**src/rtl/core/sepsum_pkg.sv**
```systemverilog
`timescale 1ns / 1ps
// ----------------------------------------------------------------------------
// sepsum_pkg
// Shared constants and types of the strip energy persistence sum: field
// widths, stream packing offsets, history row and pipeline item layouts.
// ----------------------------------------------------------------------------
package sepsum_pkg;

   // Geometry of the history
   localparam int WINDOW_DEPTH = 8;
   localparam int HIST_DEPTH   = WINDOW_DEPTH - 1;
   localparam int HALF_DEPTH   = WINDOW_DEPTH / 2;
   localparam int STRIP_BITS   = 6;
   localparam int SLOT_BITS    = 1;
   localparam int ENERGY_BITS  = 13;
   localparam int LINE_BITS    = STRIP_BITS + SLOT_BITS;
   localparam int LINE_COUNT   = 1 << LINE_BITS;
   localparam int WIN_BITS     = 3;

   // Stream packing, lowest field first
   localparam int STRIP_LSB    = 0;
   localparam int SLOT_LSB     = STRIP_LSB + STRIP_BITS;
   localparam int EA_LSB       = SLOT_LSB + SLOT_BITS;
   localparam int EB_LSB       = EA_LSB + ENERGY_BITS;
   localparam int FIELD_BITS   = EB_LSB + ENERGY_BITS;
   localparam int DATA_BITS    = ((FIELD_BITS + 7) / 8) * 8;
   localparam int PAD_BITS     = DATA_BITS - FIELD_BITS;

   // Register file
   localparam int CSR_ADDR_BITS = 3;
   localparam int CSR_DATA_BITS = 32;
   localparam logic [0:0] REG_WINDOW_FRAMES = 1'b0;

   typedef logic [ENERGY_BITS-1:0] energy_type;
   typedef logic [STRIP_BITS-1:0]  strip_type;
   typedef logic [SLOT_BITS-1:0]   slot_type;
   typedef logic [LINE_BITS-1:0]   line_type;
   typedef logic [WIN_BITS-1:0]    window_type;

   // One stored row: the older entries of one delay line, newest first
   typedef struct packed {
      energy_type [HIST_DEPTH-1:0] a;
      energy_type [HIST_DEPTH-1:0] b;
   } hist_row_type;

   // Full window of one item after the new sample is shifted in
   typedef struct packed {
      strip_type                     strip;
      slot_type                      slot;
      energy_type [WINDOW_DEPTH-1:0] a;
      energy_type [WINDOW_DEPTH-1:0] b;
   } row_item_type;

endpackage

```
**src/rtl/core/sepsum_adder.sv**
```systemverilog
`timescale 1ns / 1ps
// ----------------------------------------------------------------------------
// sepsum_adder
// Window adder: masks entries beyond the window, adds each half of the
// window in one stage and the two halves in the next, into the output.
// ----------------------------------------------------------------------------
module sepsum_adder import sepsum_pkg::*; (
   input  logic         clock,
   input  logic         reset,
   input  window_type   window_frames,
   input  logic         in_valid,
   output logic         in_ready,
   input  row_item_type in_item,
   output logic         out_valid,
   input  logic         out_ready,
   output strip_type    out_strip,
   output slot_type     out_slot,
   output energy_type   sum_a,
   output energy_type   sum_b
);

   // Half-sum stage
   logic       p_vld_ff;
   strip_type  p_strip_ff;
   slot_type   p_slot_ff;
   energy_type lo_a_ff, hi_a_ff, lo_b_ff, hi_b_ff;

   // Output stage
   logic       o_vld_ff;
   strip_type  o_strip_ff;
   slot_type   o_slot_ff;
   energy_type o_sum_a_ff, o_sum_b_ff;

   energy_type lo_a_in, hi_a_in, lo_b_in, hi_b_in;
   logic       o_open;

   assign o_open   = !o_vld_ff || out_ready;
   assign in_ready = !p_vld_ff || o_open;

   // Sum each half of the window, dropping entries past its length
   always_comb begin
      lo_a_in = '0;
      hi_a_in = '0;
      lo_b_in = '0;
      hi_b_in = '0;
      for (int k = 0; k < WINDOW_DEPTH; k++) begin
         if (k <= int'(window_frames)) begin
            if (k < HALF_DEPTH) begin
               lo_a_in = lo_a_in + in_item.a[k];
               lo_b_in = lo_b_in + in_item.b[k];
            end else begin
               hi_a_in = hi_a_in + in_item.a[k];
               hi_b_in = hi_b_in + in_item.b[k];
            end
         end
      end
   end

   // Stage valids
   always_ff @(posedge clock) begin
      if (reset) begin
         p_vld_ff <= 1'b0;
         o_vld_ff <= 1'b0;
      end else begin
         if (in_ready) begin
            p_vld_ff <= in_valid;
         end
         if (o_open) begin
            o_vld_ff <= p_vld_ff;
         end
      end
   end

   // Half sums
   always_ff @(posedge clock) begin
      if (in_valid && in_ready) begin
         p_strip_ff <= in_item.strip;
         p_slot_ff  <= in_item.slot;
         lo_a_ff    <= lo_a_in;
         hi_a_ff    <= hi_a_in;
         lo_b_ff    <= lo_b_in;
         hi_b_ff    <= hi_b_in;
      end
   end

   // Final sums, wrapping at the energy width
   always_ff @(posedge clock) begin
      if (p_vld_ff && o_open) begin
         o_strip_ff <= p_strip_ff;
         o_slot_ff  <= p_slot_ff;
         o_sum_a_ff <= lo_a_ff + hi_a_ff;
         o_sum_b_ff <= lo_b_ff + hi_b_ff;
      end
   end

   assign out_valid = o_vld_ff;
   assign out_strip = o_strip_ff;
   assign out_slot  = o_slot_ff;
   assign sum_a     = o_sum_a_ff;
   assign sum_b     = o_sum_b_ff;

`ifndef SYNTHESIS
   // A half sum that moves on lands in the output stage
   a_p_to_o: assert property (@(posedge clock) disable iff (reset)
      p_vld_ff && o_open |=> o_vld_ff)
      else $error("half sum lost on the way to the output");

   // A held half sum keeps its strip while the output is blocked
   a_p_hold: assert property (@(posedge clock) disable iff (reset)
      p_vld_ff && !o_open |=> p_vld_ff && $stable(p_strip_ff))
      else $error("half sum stage changed while stalled");

   // A result waiting on the receiver stays put
   a_o_hold: assert property (@(posedge clock) disable iff (reset)
      o_vld_ff && !out_ready |=> o_vld_ff && $stable(o_sum_a_ff) && $stable(o_sum_b_ff))
      else $error("result changed while stalled");
`endif

endmodule
```
**config.mk**
```make
export PLATFORM = sky130hd
export DESIGN_NAME = sepsum_adder
export DESIGN_NICKNAME = d
export VERILOG_FILES = /design/src/rtl/core/sepsum_pkg.sv /design/src/rtl/core/sepsum_adder.sv
export SDC_FILE = /design/constraint.sdc
export NUM_CORES = 1
export LEC_CHECK = 0
export BUFFER_PORTS_ARGS = -buffer_cell sky130_fd_sc_hd__buf_2
export CORE_ASPECT_RATIO = 0.5
export CORE_MARGIN = 2
export CORE_UTILIZATION = 50
export DETAILED_ROUTE_END_ITERATION = 10
export PLACE_DENSITY = 0.82
export SYNTH_ARGS = -nofsm -noshare
export SYNTH_HDL_FRONTEND = slang
export SYNTH_SLANG_ARGS = --single-unit
```
**constraint.sdc**
```tcl
create_clock -name clock -period 6.2 [get_ports clock]
set_input_delay 0.31 -clock clock [delete_from_list [all_inputs] [get_ports clock]]
set_output_delay 0.31 -clock clock [all_outputs]
set_load 0.02 [all_outputs]
```
* Yosys cells after proc, flatten, opt, wreduce, memory -nomap -nowiden
Cells that the tools add are included.
** Operators by class
- Multiplexer cells :: 14
- Order comparisons :: 7
- Add/subtract/negate cells :: 14
- Reduce and logical (&&, ||, !) cells :: 6
** Operators with widths (number)
- adder 13 bit :: 14
- 2-to-1 mux 13 bit :: 14
- <= comparator 3 bit, first input constant :: 4
- <= comparator 2 x 3 -> 1 bit, first input constant :: 2
- <= comparator 1 x 3 -> 1 bit, first input constant :: 1
- logical AND 1 bit :: 2
- logical NOT 1 bit :: 2
- logical OR 1 bit :: 2
** Word-level totals
- Word-level logic and storage cells :: 53
- Input port bits :: 222
- Output and inout bits :: 35
- Register bits :: 94

* Logic depth before layout (Yosys ltp)
- Depth after elaboration :: 8
- Depth in mapped cells :: 36
- Mapped depth without buffers :: 30

* Least setup slack after synthesis
OpenSTA, ideal clock, no wires.
- Path type :: input -> register
- Start point :: input port window_frames[2]
- End point :: register hi_a_ff[12] (data pin)
- Required time :: 6.060 ns
- Arrival :: 6.497 ns
- Setup time :: 0.140 ns
- Setup slack :: -0.437 ns
- Stages on the path :: 32
- Path buffers :: 6
- Path through :: buf_6 buf_2 buf_2 clkbuf_1 clkbuf_1 clkbuf_1 and2_1 ha_1 inv_1 fa_1 inv_1 maj3_1 a32oi_1 o21ai_1 a32oi_1 a21oi_1 xnor2_1 a21oi_1 and2_1 ha_1 and4_1 a2111oi_2 o2bb2ai_1 xnor2_1 a221o_1 ha_1 o41a_1 xor2_1 and3_1 o21ai_1 xor3_1 nor2_1
** Between the ends
- Word-level cells in the longest chain between the ends :: 8
- Elaborated cells on any way between the ends :: 11
- Those cells by class :: add/sub (3); order compare (4); mux (4)
** RTL lines
- start: declaration :: RTL line sepsum_adder.sv:10 : input window_type window_frames,
- <= comparator 3 bit :: RTL line sepsum_adder.sv:47 : if (k <= int'(window_frames)) begin
- 2-to-1 mux 13 bit :: RTL line sepsum_adder.sv:47
- adder 13 bit :: RTL line sepsum_adder.sv:52 : hi_a_in = hi_a_in + in_item.a[k];
- 2-to-1 mux 13 bit :: RTL line sepsum_adder.sv:47
- adder 13 bit :: RTL line sepsum_adder.sv:52
- 2-to-1 mux 13 bit :: RTL line sepsum_adder.sv:47
- adder 13 bit :: RTL line sepsum_adder.sv:52
- 2-to-1 mux 13 bit * :: RTL line sepsum_adder.sv:47
- net hi_a_in[12] :: RTL line sepsum_adder.sv:34 : energy_type lo_a_in, hi_a_in, lo_b_in, hi_b_in;
- end signal: assignment :: RTL line sepsum_adder.sv:80 : hi_a_ff <= hi_a_in;
- end: declaration :: RTL line sepsum_adder.sv:26 : energy_type lo_a_ff, hi_a_ff, lo_b_ff, hi_b_ff;
Mark *: on every way through the listed nets, which the timed path passes. The rest lies on a longest branch.
A chain may end at the register's enable or synchronous reset.

* Final worst setup path
- Start point :: input port window_frames[2]
- End point :: register hi_b_ff[12] (data pin)
** Between the ends
- Word-level cells in the longest chain between the ends :: 8
- Elaborated cells on any way between the ends :: 11
- Those cells by class :: add/sub (3); order compare (4); mux (4)
** RTL lines
- <= comparator 3 bit :: RTL line sepsum_adder.sv:47
- 2-to-1 mux 13 bit :: RTL line sepsum_adder.sv:47
- adder 13 bit :: RTL line sepsum_adder.sv:53 : hi_b_in = hi_b_in + in_item.b[k];
- 2-to-1 mux 13 bit :: RTL line sepsum_adder.sv:47
- adder 13 bit :: RTL line sepsum_adder.sv:53
- 2-to-1 mux 13 bit :: RTL line sepsum_adder.sv:47
- adder 13 bit :: RTL line sepsum_adder.sv:53
- 2-to-1 mux 13 bit * :: RTL line sepsum_adder.sv:47
- net hi_b_in[12] :: RTL line sepsum_adder.sv:34
- end signal: assignment :: RTL line sepsum_adder.sv:82 : hi_b_ff <= hi_b_in;
- end: declaration :: RTL line sepsum_adder.sv:26
Marks and branches as above.

==> impl_metrics.env <==
export IMPL_grt_max_degree=53
export IMPL_synth_edff_count=92
export IMPL_finish_utilization_pct=60.22
export IMPL_ios=257
export IMPL_area_growth_pct=16.65
export IMPL_dieArea_um2=25210
export IMPL_regArea_um2=2803
export IMPL_num_rows=39
export IMPL_drive_above_1_share_pct=21.37
export IMPL_critPathMaxStageDelay_ps=380
export IMPL_synth_area_per_cell_um2=8.646
export IMPL_finalClockSkew_ps=9.573
export IMPL_setup_viol=0
export IMPL_gp_congestion=0.9433
export IMPL_synth_area_leaders="edfxtp_1 23%, ha_1 17%, xnor2_1 7.8%, a21oi_1 4.8%, nand2_1 3.8%"
export IMPL_required_ps=6280
export IMPL_synth_warnings=0
export IMPL_crit_path_start_kind="input pin"
export IMPL_clock_sinks=94
export IMPL_swShare_pct=39.01
export IMPL_viasPerCell=5.677
export IMPL_first_iter_violations=804
export IMPL_clk_latency_ps=340
export IMPL_vdd_ir_drop_worst_mv=0.1766
export IMPL_cts_root_buf="clkbuf_16"
export IMPL_place_hpwl_um=26790
export IMPL_wl_um=32270
export IMPL_worstSetupStartpoint="window_frames[2]"
export IMPL_start_util_pct=51.62
export IMPL_worstHoldStart="reset"
export IMPL_hold_buffers=0
export IMPL_coreArea_um2=23130
export IMPL_cts_tree="done"
export IMPL_ys_types=83
export IMPL_drv_slew=0
export IMPL_seq_area_frac_synth_pct=23.47
export IMPL_drc=0
export IMPL_yosysTopAreaCell="edfxtp_1"
export IMPL_synthArstFlopShare_pct=0
export IMPL_crit_path_max_fanout=13
export IMPL_dr_pass1_iters=5
export IMPL_p_int_mw=2.316
export IMPL_period_needed_ps=5785
export IMPL_hp_class="in2reg"
export IMPL_status="finished clean"
export IMPL_grt_pass1_wl_um=51580
export IMPL_hold_violations=0
export IMPL_syn_inst=1381
export IMPL_port_buffers=256
export IMPL_cts_max_path_buffers=2
export IMPL_grtUsageTotal_pct=25.56
export IMPL_postSynthNetCount=1777
export IMPL_slew_headroom_pct=32.45
export IMPL_pwr_share_clk_pct=14.9
export IMPL_post_cts_buffers=0
export IMPL_clk_pin_slew_worst_paths_ps=70
export IMPL_cap_viol_max_count=0
export IMPL_worstSetupPathType="in2reg"
export IMPL_crit_path_end_kind="flop"
export IMPL_tns_ps=0
export IMPL_combPwrFrac_pct=59.1
export IMPL_synth_top_area_share_pct=23.14
export IMPL_max_freq_mhz=172.8
export IMPL_cts_resized=0
export IMPL_worstMarginPinSlew_ps=1011
export IMPL_n_fill_cell=2084
export IMPL_syn_area_um2=11940
export IMPL_timing_final_crit_share_pct=93.31
export IMPL_cellPowerDensity_nw_per_um2=272.7
export IMPL_antenna_found_initial=3
export IMPL_p_sw_mw=1.482
export IMPL_leakage_nw=6.470
export IMPL_synth_ff_type="edfxtp_1"
export IMPL_worst_path_max_delay_cell="a211oi_1"
export IMPL_ys_seq_elements=94
export IMPL_multi_input_area_um2=8723
export IMPL_cts_buffers=9
export IMPL_seqPwrFrac_pct=26.0
export IMPL_reg2reg_from="hi_b_ff[0]"
export IMPL_die_y_um=113.3
export IMPL_htreeDepth=3
export IMPL_nets=2017
export IMPL_grt_overflow=0
export IMPL_rsz0062_at_grt="no"
export IMPL_grt_pass1_vias=10140
export IMPL_wl_per_cell_um=16.69
export IMPL_num_vias=10980
export IMPL_critPathArrivalTime_ps=5870
export IMPL_detail_route_antenna_nets=0
export IMPL_die_w_um=222.5
## cells in the final DEF, fill, tap and decap left out, types with 7 or more instances in the layout
cell type	instances
mux2i_1	18
a31oi_1	9
a21oi_1	113
and3_1	11
xnor2_1	106
xor2_1	45
nor2_1	109
buf_4	14
or3_1	9
nand2_1	120
nor3_1	21
ha_1	159
nand2b_1	13
buf_2	256
nor2b_1	16
o31ai_1	9
o21ai_1	9
nand4_1	11
o21a_1	13
edfxtp_1	92
o211ai_1	13
clkbuf_16	9
mux2_2	31
o41ai_1	7
inv_1	85
and2_1	17
a211oi_1	9
o21bai_1	29
o21ai_0	82
nand3_1	25
a21o_1	42
fa_1	13
## area by class of cell
type,count,area share [%]
diodes,3,0.05390
clock buffers,9,1.617
clock inverters,5,0.5480
inverters,86,2.318
multi-input cells,1160,62.63
flip-flops and latches,94,20.12
well taps,307,2.758
repair buffers,270,9.953
## worst max-delay path, delay by kind of cell
family,cells,cell delay (ps)
AO/OA/AOI/OAI,11,2480
XOR/XNOR,4,710
adder cells (fa/ha/maj),5,1370
buffers and inverters,3,300
AND/OR/NAND/NOR,5,710
## path summary, 6_finish.rpt
kind	cells after the start	slack (ps)	endpoint
max reg2reg	11	3270	sum_b[11]
min reg2reg	0	420	out_slot
max	28	410	hi_b_ff[12]
min	2	140	p_vld_ff
## flip-flops by register name, indices dropped and copies added, names as in the netlist
register and cells:
p_vld_ff 1, sum_b 13, out_strip 6, hi_a_ff 13, hi_b_ff 13, p_strip_ff 6, out_valid 1, sum_a 13
lo_a_ff 13, out_slot 1, lo_b_ff 13, p_slot_ff 1
## layer usage
metal	global-route usage [%]	routed length (µm)	vias up
met5	0	0	-
met4	6.398	675	0
met3	2.882	1779	42
met2	41.83	14450	306
met1	36.21	15370	5107
li1	-	-	5525
## synth_stat cells, types with 9 or more instances
cell type and number:
o21a_1 13, mux2_2 31, a21oi_1 114, xor2_1 45, nor3_1 21, nand3_1 25
nor2_1 110, and2_1 18, xnor2_1 107, nand4_1 11, edfxtp_1 92, nor2b_1 17
mux2i_1 18, o211ai_1 13, o21bai_1 29, o21ai_1 9, a21o_1 42, nand2b_1 13
inv_1 85, or3_1 9, a31oi_1 9, ha_1 160, o21ai_0 82, o31ai_1 9
and3_1 11, nand2_1 120, a211oi_1 9, clkbuf_1 31, fa_1 14
## logic make-up after synthesis
family,Yosys count,share of synthesized area [%]
DFF,94,23.47
xor gates and xnor gates,154,11.54
buffers and inverters,127,4.097
adders and majority gates,176,19.29
muxes,50,4.558
and+or+nand+nor,380,14.87
AOI/OAI and AO/OA,400,22.17
## power groups by stage
stage / Combinational (mW) / Clock [mW] / Sequential, mW
after floorplan: 1.68 / 0 / 1.03
after global placement: 2.17 / 0 / 0.997
after detailed placement: 2.22 / 0 / 1.00
after CTS: 2.24 / 0.579 / 0.990
after global routing: 2.52 / 0.608 / 1.00
final: 2.24 / 0.567 / 0.988
## per-stage QoR
stage | worst slack (ps) | hold WS (ps) | instances | instance area, µm² | power [mW]
floorplan | 9.311 | 382.4 | 1381 | 12030 | 2.715
global placement | 376.6 | 400.8 | 1917 | 13610 | 3.171
detailed placement | 130.4 | 405.2 | 1917 | 13610 | 3.223
CTS | 499.2 | 129.5 | 1931 | 13910 | 3.806
global route | 3.904 | 133.7 | 1934 | 13930 | 4.132
finish | 414.6 | 142.8 | 1934 | 13930 | 3.798
Power figures use the tool's default switching activity.
