File: src/rtl/core/sepsum_pkg.sv
`timescale 1ns / 1ps
// ----------------------------------------------------------------------------
// sepsum_pkg
// Shared constants and types of the strip energy persistence sum: field
// widths, stream packing offsets, history row and pipeline item layouts.
// ----------------------------------------------------------------------------
package sepsum_pkg;

   // Geometry of the history
   localparam int WINDOW_DEPTH = 8;
   localparam int HIST_DEPTH   = WINDOW_DEPTH - 1;
   localparam int HALF_DEPTH   = WINDOW_DEPTH / 2;
   localparam int STRIP_BITS   = 6;
   localparam int SLOT_BITS    = 1;
   localparam int ENERGY_BITS  = 13;
   localparam int LINE_BITS    = STRIP_BITS + SLOT_BITS;
   localparam int LINE_COUNT   = 1 << LINE_BITS;
   localparam int WIN_BITS     = 3;

   // Stream packing, lowest field first
   localparam int STRIP_LSB    = 0;
   localparam int SLOT_LSB     = STRIP_LSB + STRIP_BITS;
   localparam int EA_LSB       = SLOT_LSB + SLOT_BITS;
   localparam int EB_LSB       = EA_LSB + ENERGY_BITS;
   localparam int FIELD_BITS   = EB_LSB + ENERGY_BITS;
   localparam int DATA_BITS    = ((FIELD_BITS + 7) / 8) * 8;
   localparam int PAD_BITS     = DATA_BITS - FIELD_BITS;

   // Register file
   localparam int CSR_ADDR_BITS = 3;
   localparam int CSR_DATA_BITS = 32;
   localparam logic [0:0] REG_WINDOW_FRAMES = 1'b0;

   typedef logic [ENERGY_BITS-1:0] energy_type;
   typedef logic [STRIP_BITS-1:0]  strip_type;
   typedef logic [SLOT_BITS-1:0]   slot_type;
   typedef logic [LINE_BITS-1:0]   line_type;
   typedef logic [WIN_BITS-1:0]    window_type;

   // One stored row: the older entries of one delay line, newest first
   typedef struct packed {
      energy_type [HIST_DEPTH-1:0] a;
      energy_type [HIST_DEPTH-1:0] b;
   } hist_row_type;

   // Full window of one item after the new sample is shifted in
   typedef struct packed {
      strip_type                     strip;
      slot_type                      slot;
      energy_type [WINDOW_DEPTH-1:0] a;
      energy_type [WINDOW_DEPTH-1:0] b;
   } row_item_type;

endpackage

File: src/rtl/core/sepsum_csr.sv
`timescale 1ns / 1ps
// ----------------------------------------------------------------------------
// sepsum_csr
// Register port: holds the window length register and serves reads.
// ----------------------------------------------------------------------------
module sepsum_csr import sepsum_pkg::*; (
   input  logic                     clock,
   input  logic                     reset,
   input  logic                     csr_psel,
   input  logic                     csr_penable,
   input  logic                     csr_pwrite,
   input  logic [CSR_ADDR_BITS-1:0] csr_paddr,
   input  logic [CSR_DATA_BITS-1:0] csr_pwdata,
   output logic [CSR_DATA_BITS-1:0] csr_prdata,
   output logic                     csr_pready,
   output window_type               window_frames
);

   window_type window_ff;
   logic       wr_en;
   logic       sel_window;

   assign csr_pready = 1'b1;
   assign sel_window = (csr_paddr[CSR_ADDR_BITS-1 -: 1] == REG_WINDOW_FRAMES);
   assign wr_en      = csr_psel && csr_penable && csr_pwrite && csr_pready;

   // Take the write on the access cycle
   always_ff @(posedge clock) begin
      if (reset) begin
         window_ff <= '0;
      end else if (wr_en && sel_window) begin
         window_ff <= csr_pwdata[WIN_BITS-1:0];
      end
   end

   // Return the register, zero elsewhere
   always_comb begin
      csr_prdata = '0;
      if (sel_window) begin
         csr_prdata = CSR_DATA_BITS'(window_ff);
      end
   end

   assign window_frames = window_ff;

endmodule

File: config.mk
export PLATFORM = sky130hd
export DESIGN_NAME = sepsum_csr
export DESIGN_NICKNAME = d
export VERILOG_FILES = /design/src/rtl/core/sepsum_pkg.sv /design/src/rtl/core/sepsum_csr.sv
export SDC_FILE = /design/constraint.sdc
export NUM_CORES = 1
export LEC_CHECK = 0
export BUFFER_PORTS_ARGS = -buffer_cell sky130_fd_sc_hd__buf_4
export CORE_MARGIN = 5
export CORE_UTILIZATION = 27
export CTS_CLUSTER_DIAMETER = 150
export DETAILED_ROUTE_END_ITERATION = 7
export GPL_TIMING_DRIVEN = 0
export PLACE_DENSITY = 0.94
export RECOVER_POWER = 100
export SYNTH_ARGS = -nofsm -noshare
export SYNTH_HDL_FRONTEND = slang
export SYNTH_SLANG_ARGS = --single-unit
File: constraint.sdc
create_clock -name clock -period 1.3 [get_ports clock]
set_clock_uncertainty 0.15 [all_clocks]
set_input_delay 0.26 -clock clock [delete_from_list [all_inputs] [get_ports clock]]
set_output_delay 0.26 -clock clock [all_outputs]
set_load 0.005 [all_outputs]
**Word level (Yosys, flattened, before mapping)**

Cells that the tools add are included.
Widths: inputs -> output; s select.

- Multiplexer cells: 1
- Bitwise operators: 1
- Reduce and logical (&&, ||, !) cells: 3

Operator list:

| operator | number |
|---|---|
| $logic_and 1x1->1 | 3 |
| $mux 3 | 1 |
| $not 1->1 | 1 |

- Bits in registers: 3
- Input bits: 40

**Depth between registers and ports, before layout**

Gate-level depths: netlist (run 1).

- Depth in word-level cells: 3
- Mapped depth: 3
- Gate-level depth less buffers: 2

**Worst setup path before layout (run 1)**

No wires, ideal clock.

- Path type: input to register
- Start point: input port csr_paddr[2]
- End point: register window_ff[0] (netlist: window_frames[0])
- Library setup time: 0.072 ns
- Data arrival time: 0.750 ns
- Required time: 1.078 ns
- Setup slack: 0.328 ns
- Cell stages on the path: 3
- Path buffers: 1
- Cell sequence: and4b_1 -> buf_6 -> mux2i_1

- Cells in the longest elaborated chain, start to end: 2

RTL lines:

| element | RTL line | RTL |
|---|---|---|
| from (decl) | sepsum_csr.sv:12 | `input logic [CSR_ADDR_BITS-1:0] csr_paddr,` |
| $not 1->1 | sepsum_csr.sv:24 | `assign sel_window = (csr_paddr[CSR_ADDR_BITS-1 -: 1] == REG_WINDOW_FRAMES);` |
| $logic_and 1x1->1 | sepsum_csr.sv:31 | `end else if (wr_en && sel_window) begin` |
| to (signal assigned) | sepsum_csr.sv:32 | `window_ff <= csr_pwdata[WIN_BITS-1:0];` |
| to (decl) | sepsum_csr.sv:19 | `window_type window_ff;` |

Every way passes these cells.
A chain may end at the register's enable or synchronous reset.

**Worst setup path after layout (run 1)**

- Start point: register window_ff[2] (netlist: window_frames[2])
- End point: output port csr_prdata[2]

- Cells in the longest elaborated chain, start to end: 1

RTL lines:

| element | RTL line | RTL |
|---|---|---|
| $mux 3 | sepsum_csr.sv:39 | `if (sel_window) begin` |
| to (decl) | sepsum_csr.sv:14 | `output logic [CSR_DATA_BITS-1:0] csr_prdata,` |

Every way passes these cells.

==> metrics.txt, run 1 <==
# TYPE chip_impl_metric gauge
chip_impl_metric{name="synth_top_area_share",unit=""} 0.552
chip_impl_metric{name="totalNegativeSetupSlack",unit="ns"} 0
chip_impl_metric{name="antenna_cells_inserted",unit=""} 0
chip_impl_metric{name="drt-pass1-iter-count",unit=""} 1
chip_impl_metric{name="floorplan.rows",unit=""} 14
chip_impl_info{name="critical_path.startpoint_type",value="register"} 1
chip_impl_metric{name="place.detailed.instances",unit=""} 107
chip_impl_metric{name="p_leak",unit="nW"} 0.412
chip_impl_metric{name="post_synth.cell_area_avg",unit="um2"} 8.32
chip_impl_metric{name="layout.nets",unit=""} 137
chip_impl_metric{name="cts.reportedPaths.clkPinSlew",unit="ns"} 0.04
chip_impl_metric{name="critPathRequiredTime",unit="ns"} 0.89
chip_impl_metric{name="via_count_of_the_first_global_routing_pass",unit=""} 331
chip_impl_info{name="cts_tree",value="built"} 1
chip_impl_metric{name="synth_enable_flop_cells",unit=""} 0
chip_impl_info{name="grt_setup_unrepaired",value="no"} 1
chip_impl_metric{name="grt_start_max_net_pins",unit=""} 7
chip_impl_metric{name="io-pin-count",unit=""} 76
chip_impl_metric{name="hold_ws",unit="ns"} 0.137
chip_impl_metric{name="clock_sinks",unit=""} 3
chip_impl_metric{name="grt_antenna_before_repair",unit=""} 0
chip_impl_metric{name="drc_errors",unit=""} 0
chip_impl_info{name="timing.setup.critical_path_class",value="reg2out"} 1
chip_impl_info{name="synth_commonest_cells",value="buf_4 (30), nand2b_1 (6), and2b_2 (3), dfxtp_1 (3), mux2i_1 (3)"} 1
chip_impl_metric{name="routed_via_density",unit=""} 3.06
chip_impl_metric{name="fmax",unit="MHz"} 781
chip_impl_metric{name="vias",unit=""} 343
chip_impl_metric{name="initial_core_util",unit=""} 0.277
chip_impl_metric{name="report.final.setup_viol",unit=""} 0
chip_impl_metric{name="grt_usage",unit=""} 0.0768
chip_impl_metric{name="die_width",unit="um"} 48.9
chip_impl_metric{name="globalplace.congestion",unit=""} 0.681
chip_impl_metric{name="cp_data_arrival_time",unit="ns"} 0.87
chip_impl_info{name="clockRootBuffer",value="clkbuf_4"} 1
chip_impl_metric{name="wire_per_inst",unit="um"} 7.85
chip_impl_metric{name="final_cell_count_no_fill",unit=""} 112
chip_impl_metric{name="layout_worst_path_cycle_share",unit=""} 0.985
chip_impl_metric{name="final-hold-violation-count",unit=""} 0
chip_impl_metric{name="postSynthCellCount",unit=""} 49
chip_impl_metric{name="cts_hold_buf",unit=""} 0
chip_impl_metric{name="min_period",unit="ns"} 1.28
chip_impl_info{name="crit_chain",value="and2b_2, buf_4"} 1
chip_impl_metric{name="sum_of_internal_switching_and_leakage_power",unit="uW"} 387
chip_impl_metric{name="design.die.area",unit="um2"} 2390
chip_impl_info{name="run_status",value="complete, no violations"} 1
chip_impl_metric{name="clock_latency",unit="ns"} 0.24
chip_impl_info{name="netlist.top_cell.by_area",value="buf_4"} 1
chip_impl_info{name="critical_path_endpoint_category",value="output pin"} 1
chip_impl_metric{name="largest_reg_flops",unit=""} 3
chip_impl_metric{name="grt_pass1_wl",unit="mm"} 1.39
chip_impl_metric{name="htree_levels",unit=""} 1
chip_impl_metric{name="async_flop_share",unit=""} 0
chip_impl_metric{name="layout-drive-gt1-share",unit=""} 0.542
chip_impl_metric{name="powerDensity",unit="nW/um2"} 585
chip_impl_metric{name="synth.yosys.warnings",unit=""} 0
chip_impl_metric{name="yosysSeqAreaShare",unit=""} 0.147
chip_impl_metric{name="final_max_slew_viol_count",unit=""} 0
chip_impl_metric{name="globalRoute.totalOverflow",unit=""} 0
chip_impl_metric{name="coreArea",unit="um2"} 1470
chip_impl_metric{name="synth.cell_area",unit="um2"} 408
chip_impl_info{name="synth_top_cells_by_area",value="buf_4 (55%), dfxtp_1 (15%), nand2b_1 (9.2%)"} 1
chip_impl_metric{name="crit_buf_inv",unit=""} 1
chip_impl_metric{name="dieHeight",unit="um"} 48.9
chip_impl_metric{name="area_growth_syn_to_layout",unit="%"} 62.0
chip_impl_metric{name="synth_cell_types",unit=""} 8
chip_impl_info{name="synth_most_common_cell",value="buf_4"} 1
chip_impl_metric{name="wl",unit="um"} 879
chip_impl_metric{name="vdd_drop_max",unit="uV"} 338
chip_impl_metric{name="port_buffers",unit=""} 14
chip_impl_info{name="synth_ff_type",value="dfxtp_1"} 1
chip_impl_metric{name="cts_max_path_buffers",unit=""} 2
chip_impl_metric{name="timing.critical_path.fanout_max",unit=""} 3
chip_impl_info{name="hold_class",value="in2reg"} 1
chip_impl_metric{name="max_cap_violations",unit=""} 0
chip_impl_metric{name="drtAntennaViolNets",unit=""} 0
chip_impl_metric{name="postSynthRegisterBits",unit=""} 3
chip_impl_info{name="worst_path_dominant_cell_family",value="flip-flops"} 1
chip_impl_metric{name="drt-initial-drc-count",unit=""} 0
chip_impl_metric{name="worst_path_largest_cell_delay",unit="ns"} 0.33
chip_impl_metric{name="numCtsBuffers",unit=""} 3
chip_impl_info{name="slowest_stage",value="dfxtp_2"} 1
[tightest hold or removal path: stages]
cell and delay (ns):
buf_4 0.11, nand2b_1 0.05, mux2i_1 0.06
[cell families after synthesis]
family	synth area share
buffers and inverters	0.580
and+or+nand+nor	0.181
muxes	0.0736
DFF	0.147
other	0.0184
[per-stage QoR]
stage | util | worst slack [ns] | cell area (um2)
6_report | 0.449 | 0.0189 | 661
5_1_grt | 0.449 | 0.00349 | 661
4_1_cts | 0.453 | 0.00822 | 667
3_5_place_dp | 0.434 | 0.146 | 638
3_3_place_gp | 0.434 | 0.162 | 638
2_1_floorplan | - | 0.328 | 513
[path summary, 6_finish.rpt]
kind | start | end | slack, ns | cells past startpoint
worst max-delay path | window_frames[2] | csr_prdata[2] | 0.02 | 2
worst min-delay path | csr_pwdata[1] | window_frames[1] | 0.14 | 3
worst max register to register | window_frames[1] | window_frames[1] | 0.47 | 3
worst min register to register | window_frames[0] | window_frames[0] | 0.34 | 2
[power breakdown]
part           leakage (nW)  internal (mW)  switching [mW]
Combinational         0.372         0.0824          0.0422
Sequential           0.0257         0.0950         0.00190
Clock                0.0150          0.115          0.0500
[per-layer routing]
layer	wire length [um]	GRT usage
met2	417	0.124
met1	267	0.0582
met5	0	0
met3	169	0.0581
met4	23	0.0673
[layout make-up]
class | count | area [um2]
Tap cell | 16 | 20.0
Buffer | 31 | 229
Multi-Input combinational cell | 43 | 216
Clock buffer | 4 | 26.3
Sequential cell | 3 | 63.8
Timing Repair Buffer | 15 | 105
Fill cell | 157 | 811
[timing repair]
| item | CTS | global route |
|---|---|---|
| resized for setup | 2 | 2 |
| setup endpoints to repair | 2 | 2 |
| buffers inserted | 0 | 1 |
[placed cells by master, fill, tap and decap left out]
master,count
dfxtp_2,3
and2b_2,3
clkbuf_1,4
conb_1,30
clkbuf_4,3
and4b_1,1
buf_4,43
nand2b_1,6
mux2i_1,3
(Power assumes the default switching activity.)
==> run 2: changes to the inputs <==
--- a/config.mk
+++ b/config.mk
@@ -5,13 +5,15 @@
 export SDC_FILE = /design/constraint.sdc
 export NUM_CORES = 1
 export LEC_CHECK = 0
+export ABC_AREA = 1
 export BUFFER_PORTS_ARGS = -buffer_cell sky130_fd_sc_hd__buf_4
 export CORE_MARGIN = 5
-export CORE_UTILIZATION = 27
+export CORE_UTILIZATION = 29
+export CTS_BUF_LIST = sky130_fd_sc_hd__clkbuf_8
 export CTS_CLUSTER_DIAMETER = 150
 export DETAILED_ROUTE_END_ITERATION = 7
 export GPL_TIMING_DRIVEN = 0
-export PLACE_DENSITY = 0.94
+export PLACE_DENSITY = 0.95
 export RECOVER_POWER = 100
 export SYNTH_ARGS = -nofsm -noshare
 export SYNTH_HDL_FRONTEND = slang
==> run 2 against run 1 <==
Net effect:
- power is 32% higher
- maximum frequency rose by 4.7%
- non-clock buffer count is 2 lower
- die area is 2.3% lower
- clock power grew 62%
- critical endpoint unchanged
- sequential share of layout area fell by 1.1 points
- first-iteration DRC count unchanged
- critical path type unchanged
- count of clock-buffer cells in the layout shrank 1
- highest routed layer unchanged
==> metrics.txt, run 2 <==
# TYPE chip_impl_metric gauge
chip_impl_metric{name="worst_path_largest_cell_delay",unit="ns"} 0.35
chip_impl_metric{name="vdd_drop_max",unit="uV"} 335
chip_impl_info{name="synth_most_common_cell",value="buf_4"} 1
chip_impl_metric{name="wl",unit="um"} 923
chip_impl_info{name="cts_tree",value="built"} 1
chip_impl_metric{name="via_count_of_the_first_global_routing_pass",unit=""} 366
chip_impl_info{name="synth_top_cells_by_area",value="buf_4 (53%), dfxtp_1 (14%), inv_1 (7.9%)"} 1
chip_impl_metric{name="cts.reportedPaths.clkPinSlew",unit="ns"} 0.03
chip_impl_metric{name="area_growth_syn_to_layout",unit="%"} 64.4
chip_impl_metric{name="wire_per_inst",unit="um"} 7.38
chip_impl_metric{name="cts_hold_buf",unit=""} 0
chip_impl_metric{name="synth_top_area_share",unit=""} 0.529
chip_impl_metric{name="globalRoute.totalOverflow",unit=""} 0
chip_impl_metric{name="numCtsBuffers",unit=""} 3
chip_impl_metric{name="layout-drive-gt1-share",unit=""} 0.473
chip_impl_info{name="timing.setup.critical_path_class",value="reg2out"} 1
chip_impl_metric{name="synth.yosys.warnings",unit=""} 0
chip_impl_info{name="worst_path_dominant_cell_family",value="flip-flops"} 1
chip_impl_metric{name="timing.critical_path.fanout_max",unit=""} 3
chip_impl_metric{name="routed_via_density",unit=""} 3.06
chip_impl_metric{name="initial_core_util",unit=""} 0.315
chip_impl_metric{name="dieHeight",unit="um"} 48.3
chip_impl_metric{name="globalplace.congestion",unit=""} 0.605
chip_impl_metric{name="max_cap_violations",unit=""} 0
chip_impl_metric{name="layout_worst_path_cycle_share",unit=""} 0.941
chip_impl_metric{name="port_buffers",unit=""} 14
chip_impl_info{name="final_cell_mix",value="buf_4 (40), conb_1 (30), inv_1 (10)"} 1
chip_impl_metric{name="post_synth.cell_area_avg",unit="um2"} 6.65
chip_impl_metric{name="yosysSeqAreaShare",unit=""} 0.141
chip_impl_metric{name="floorplan.rows",unit=""} 13
chip_impl_metric{name="cellInternalPower",unit="uW"} 384
chip_impl_info{name="synth_ff_type",value="dfxtp_1"} 1
chip_impl_info{name="clockRootBuffer",value="clkbuf_8"} 1
chip_impl_metric{name="die_width",unit="um"} 48.3
chip_impl_metric{name="fmax",unit="MHz"} 817
chip_impl_metric{name="drt-initial-drc-count",unit=""} 0
chip_impl_metric{name="grt_pass1_wl",unit="mm"} 1.43
chip_impl_metric{name="largest_reg_flops",unit=""} 3
chip_impl_metric{name="place.detailed.instances",unit=""} 121
chip_impl_metric{name="drt-pass1-iter-count",unit=""} 1
chip_impl_metric{name="sum_of_internal_switching_and_leakage_power",unit="uW"} 510
chip_impl_metric{name="cp_data_arrival_time",unit="ns"} 0.81
chip_impl_metric{name="power.switching",unit="uW"} 126
chip_impl_metric{name="htree_levels",unit=""} 1
chip_impl_metric{name="final_max_slew_viol_count",unit=""} 0
chip_impl_info{name="netlist.top_cell.by_area",value="buf_4"} 1
chip_impl_metric{name="clock_latency",unit="ns"} 0.22
chip_impl_metric{name="regArea",unit="um2"} 60.1
chip_impl_metric{name="antenna_cells_inserted",unit=""} 0
chip_impl_info{name="critical_path.startpoint_type",value="register"} 1
chip_impl_metric{name="synth_cell_types",unit=""} 12
chip_impl_metric{name="p_clk_frac",unit=""} 0.524
chip_impl_metric{name="synth.cell_area",unit="um2"} 425
chip_impl_metric{name="cts_max_path_buffers",unit=""} 2
chip_impl_metric{name="synth_enable_flop_cells",unit=""} 0
chip_impl_metric{name="seqPwrFrac",unit=""} 0.193
chip_impl_info{name="mostFrequentLayoutCell",value="buf_4"} 1
chip_impl_info{name="synth_commonest_cells",value="buf_4 (30), inv_1 (9), nor2_1 (9)"} 1
chip_impl_metric{name="min_period",unit="ns"} 1.22
chip_impl_info{name="run_status",value="complete, no violations"} 1
chip_impl_metric{name="async_flop_share",unit=""} 0
chip_impl_metric{name="io-pin-count",unit=""} 76
chip_impl_info{name="grt_setup_unrepaired",value="no"} 1
chip_impl_metric{name="drc_errors",unit=""} 0
chip_impl_metric{name="final_core_util",unit=""} 0.518
chip_impl_info{name="critical_path_endpoint_category",value="output pin"} 1
chip_impl_info{name="hold_class",value="in2reg"} 1
chip_impl_metric{name="dp.final_hpwl",unit="um"} 845
chip_impl_metric{name="power.share.switching",unit=""} 0.247
chip_impl_metric{name="crit_buf_inv",unit=""} 2
chip_impl_metric{name="final-hold-violation-count",unit=""} 0
chip_impl_metric{name="p_leak",unit="nW"} 0.461
chip_impl_metric{name="grt_antenna_before_repair",unit=""} 0
chip_impl_metric{name="multi_input_gate_area_in_the_final_layout",unit="um2"} 208
chip_impl_metric{name="number_of_setup_buffers_added_after_cts",unit=""} 0
chip_impl_metric{name="postSynthCellCount",unit=""} 64
chip_impl_metric{name="totalNegativeSetupSlack",unit="ns"} 0
chip_impl_metric{name="grt_usage",unit=""} 0.0785
chip_impl_metric{name="combinationalPowerShare",unit=""} 0.283
chip_impl_metric{name="coreArea",unit="um2"} 1350
chip_impl_metric{name="postSynthRegisterBits",unit=""} 3
chip_impl_metric{name="final_cell_count_no_fill",unit=""} 125
chip_impl_metric{name="clock_sinks",unit=""} 3
chip_impl_metric{name="post_cts_resize_count",unit=""} 0
chip_impl_metric{name="layout.nets",unit=""} 151
chip_impl_metric{name="design.die.area",unit="um2"} 2330
chip_impl_metric{name="register_to_register_setup_slack",unit="ns"} 0.54
chip_impl_metric{name="grt_start_max_net_pins",unit=""} 6
chip_impl_metric{name="drtAntennaViolNets",unit=""} 0
chip_impl_info{name="crit_chain",value="inv_1, nor2_1, buf_4"} 1
chip_impl_metric{name="critPathRequiredTime",unit="ns"} 0.89
chip_impl_metric{name="powerDensity",unit="nW/um2"} 729
chip_impl_metric{name="fillers",unit=""} 143
chip_impl_info{name="slowest_stage",value="dfxtp_1"} 1
chip_impl_metric{name="vias",unit=""} 383
chip_impl_metric{name="report.final.setup_viol",unit=""} 0
-- run 2: worst paths after layout --
check | cells past startpoint | end | startpoint
max | 3 | csr_prdata[2] | window_frames[2]
min | 4 | window_frames[1] | reset
max reg2reg | 2 | window_frames[2] | window_frames[2]
min reg2reg | 2 | window_frames[1] | window_frames[1]
-- run 2: cell families after synthesis --
kind of cell,synth area share
flops,0.141
simple gates,0.224
buf+inv,0.618
other cells,0.0177
-- run 2: per-stage QoR --
step | setup WS, ns | hold WS (ns) | instance area [um2]
4_1_cts | 0.0669 | 0.151 | 699
2_1_floorplan | 0.411 | 0.277 | 531
3_3_place_gp | 0.289 | 0.347 | 654
3_5_place_dp | 0.271 | 0.351 | 654
5_1_grt | 0.0184 | 0.196 | 699
6_report | 0.0766 | 0.154 | 699
-- run 2: metal layers --
| metal | track usage | vias to the layer above | routed length (um) |
|---|---|---|---|
| li1 | - | 214 | - |
| met1 | 0.0548 | 142 | 267 |
| met2 | 0.126 | 25 | 500 |
| met3 | 0.0734 | 2 | 142 |
| met4 | 0.0599 | 0 | 12 |
| met5 | 0 | - | 0 |
-- run 2: layout make-up --
class | count | area share
Tap cell | 15 | 0.0268
Inverter | 10 | 0.0537
Multi-Input combinational cell | 49 | 0.297
Clock buffer | 3 | 0.0590
Timing Repair Buffer | 14 | 0.150
Clock inverter | 1 | 0.00537
Sequential cell | 3 | 0.0859
Buffer | 30 | 0.322
-- run 2: worst min-delay path: cells and delay by family --
family,cells,cell delay (ns)
buf+inv,2,0.12
simple gates,2,0.09
-- run 2: power by group through the flow --
stage	combinational [mW]	sequential, mW	clock [mW]
after detailed placement	0.140	0.0996	0
after floorplan	0.106	0.0996	0
final	0.144	0.0983	0.267
after global routing	0.161	0.0989	0.286
after global placement	0.137	0.0995	0
after CTS	0.141	0.0984	0.272
==> run 3: changes to the inputs <==
==> constraint.sdc (replaced) <==
create_clock -name clock -period 1.5 [get_ports clock]
set_clock_uncertainty 0.15 [all_clocks]
set_input_delay 0.3 -clock clock [delete_from_list [all_inputs] [get_ports clock]]
set_output_delay 0.3 -clock clock [all_outputs]
set_load 0.005 [all_outputs]
==> run 3 against run 2 <==
Net effect:
- global-route usage stayed put
- first-iteration DRC count did not move
- worst hold slack better by 0.040 ns
- count of clock-buffer cells in the layout unchanged
- non-clock buffer count unchanged
- design area down 1.3%
- combinational power decreased by 15%
- critical path type unchanged
==> metrics.txt, run 3 (same netlist as run 2, synthesis figures left out) <==
# TYPE chip_impl_metric gauge
chip_impl_metric{name="via_count_of_the_first_global_routing_pass",unit=""} 366
chip_impl_info{name="mostFrequentLayoutCell",value="buf_4"} 1
chip_impl_metric{name="io-pin-count",unit=""} 76
chip_impl_metric{name="cts_max_path_buffers",unit=""} 2
chip_impl_metric{name="largest_reg_flops",unit=""} 3
chip_impl_info{name="hold_class",value="in2reg"} 1
chip_impl_metric{name="final-hold-violation-count",unit=""} 0
chip_impl_metric{name="drtAntennaViolNets",unit=""} 0
chip_impl_metric{name="layout_setup_ws",unit="ns"} 0.222
chip_impl_info{name="final_cell_mix",value="buf_4 (37), conb_1 (30), inv_1 (10), nor2_1 (10), clkbuf_4 (6)"} 1
chip_impl_metric{name="clock_sinks",unit=""} 3
chip_impl_metric{name="htree_levels",unit=""} 1
chip_impl_metric{name="grt_antenna_before_repair",unit=""} 0
chip_impl_metric{name="clock_latency",unit="ns"} 0.22
chip_impl_metric{name="port_buffers",unit=""} 14
chip_impl_metric{name="report.final.setup_viol",unit=""} 0
chip_impl_info{name="cts_tree",value="built"} 1
chip_impl_info{name="clockRootBuffer",value="clkbuf_8"} 1
chip_impl_metric{name="max_cap_violations",unit=""} 0
chip_impl_metric{name="coreArea",unit="um2"} 1350
chip_impl_metric{name="design.die.area",unit="um2"} 2330
chip_impl_metric{name="initial_core_util",unit=""} 0.315
chip_impl_metric{name="timing.critical_path.fanout_max",unit=""} 3
chip_impl_metric{name="layout-drive-gt1-share",unit=""} 0.445
chip_impl_metric{name="totalNegativeSetupSlack",unit="ns"} 0
chip_impl_metric{name="globalplace.congestion",unit=""} 0.605
chip_impl_info{name="timing.setup.critical_path_class",value="reg2out"} 1
chip_impl_metric{name="layout_worst_path_cycle_share",unit=""} 0.852
chip_impl_metric{name="routed_via_density",unit=""} 3.08
chip_impl_metric{name="globalRoute.totalOverflow",unit=""} 0
chip_impl_metric{name="powerDensity",unit="nW/um2"} 635
chip_impl_metric{name="die_width",unit="um"} 48.3
chip_impl_metric{name="final_max_slew_viol_count",unit=""} 0
chip_impl_metric{name="dieHeight",unit="um"} 48.3
chip_impl_info{name="run_status",value="complete, no violations"} 1
chip_impl_metric{name="vias",unit=""} 385
chip_impl_metric{name="antenna_cells_inserted",unit=""} 0
chip_impl_metric{name="post_cts_resize_count",unit=""} 0
chip_impl_metric{name="critPathRequiredTime",unit="ns"} 1.05
chip_impl_metric{name="preCtsSetupSlack",unit="ns"} 0.391
chip_impl_metric{name="grt_start_max_net_pins",unit=""} 6
chip_impl_metric{name="fmax",unit="MHz"} 783
chip_impl_metric{name="vdd_drop_max",unit="uV"} 290
chip_impl_metric{name="wire_per_inst",unit="um"} 7.41
chip_impl_metric{name="cp_data_arrival_time",unit="ns"} 0.83
chip_impl_metric{name="layout.nets",unit=""} 151
chip_impl_metric{name="p_leak",unit="nW"} 0.456
chip_impl_metric{name="place.detailed.instances",unit=""} 121
chip_impl_metric{name="drc_errors",unit=""} 0
chip_impl_info{name="grt_setup_unrepaired",value="no"} 1
chip_impl_metric{name="grt_pass1_wl",unit="mm"} 1.43
chip_impl_metric{name="dp.final_hpwl",unit="um"} 845
chip_impl_info{name="critical_path_endpoint_category",value="output pin"} 1
chip_impl_metric{name="sum_of_internal_switching_and_leakage_power",unit="uW"} 438
chip_impl_info{name="critical_path.startpoint_type",value="register"} 1
chip_impl_metric{name="numCtsBuffers",unit=""} 3
chip_impl_metric{name="cts.reportedPaths.clkPinSlew",unit="ns"} 0.03
chip_impl_metric{name="number_of_setup_buffers_added_after_cts",unit=""} 0
chip_impl_metric{name="drt-pass1-iter-count",unit=""} 1
chip_impl_metric{name="min_period",unit="ns"} 1.28
chip_impl_metric{name="final_core_util",unit=""} 0.512
chip_impl_metric{name="cts_hold_buf",unit=""} 0
chip_impl_metric{name="grt_usage",unit=""} 0.0785
chip_impl_metric{name="final_cell_count_no_fill",unit=""} 125
chip_impl_metric{name="area_growth_syn_to_layout",unit="%"} 62.4
chip_impl_metric{name="wl",unit="um"} 926
chip_impl_metric{name="floorplan.rows",unit=""} 13
chip_impl_metric{name="drt-initial-drc-count",unit=""} 0
[run 3: changes by cell type in the layout (fill, tap and decap cells not counted)]
cell and delta:
buf_4 -3, clkbuf_4 +2, clkbuf_1 +1, nand2_1 +1, nand2_2 -1, nor2_1 +1
nor2_2 -1
[run 3: path summary, 6_finish.rpt]
check | start | to | slack [ns] | cells past startpoint
setup / recovery | window_frames[2] | csr_prdata[2] | 0.22 | 3
hold / removal | reset | window_frames[1] | 0.19 | 4
setup reg to reg | window_frames[2] | window_frames[2] | 0.75 | 2
hold reg to reg | window_frames[1] | window_frames[1] | 0.35 | 2
[run 3: cell type report]
class                      instances  area (um2)
clock buffer                       3        41.3
multi-input combinational         49         203
fill                             144         659
timing repair buffer              14         101
inverter                          10        37.5
clock inverter                     1        3.75
sequential                         3        60.1
buffer                            30         225
tap                               15        18.8
[run 3: critical path, cell delays in order (launching register included)]
cell and delay (ns):
dfxtp_1 0.35, inv_1 0.05, nor2_1 0.08, clkbuf_4 0.14
[run 3: power breakdown]
part           internal [mW]  total (mW)  switching (mW)
Sequential            0.0832      0.0852         0.00202
Clock                  0.175       0.231          0.0564
Combinational         0.0729       0.122          0.0492
Total                  0.331       0.438           0.108
[run 3: stage by stage]
step / cell area [um2] / hold slack (ns)
finish: 691 / 0.194
global route: 691 / 0.236
CTS: 699 / 0.191
detailed placement: 654 / 0.351
global placement: 654 / 0.347
floorplan: 531 / 0.317
[run 3: per-layer routing]
layer | wire length (um) | track usage | vias to the layer above
met2 | 500 | 0.126 | 25
met5 | 0 | 0 | -
met4 | 12 | 0.0599 | 0
met1 | 267 | 0.0548 | 144
li1 | - | - | 214
met3 | 145 | 0.0734 | 2
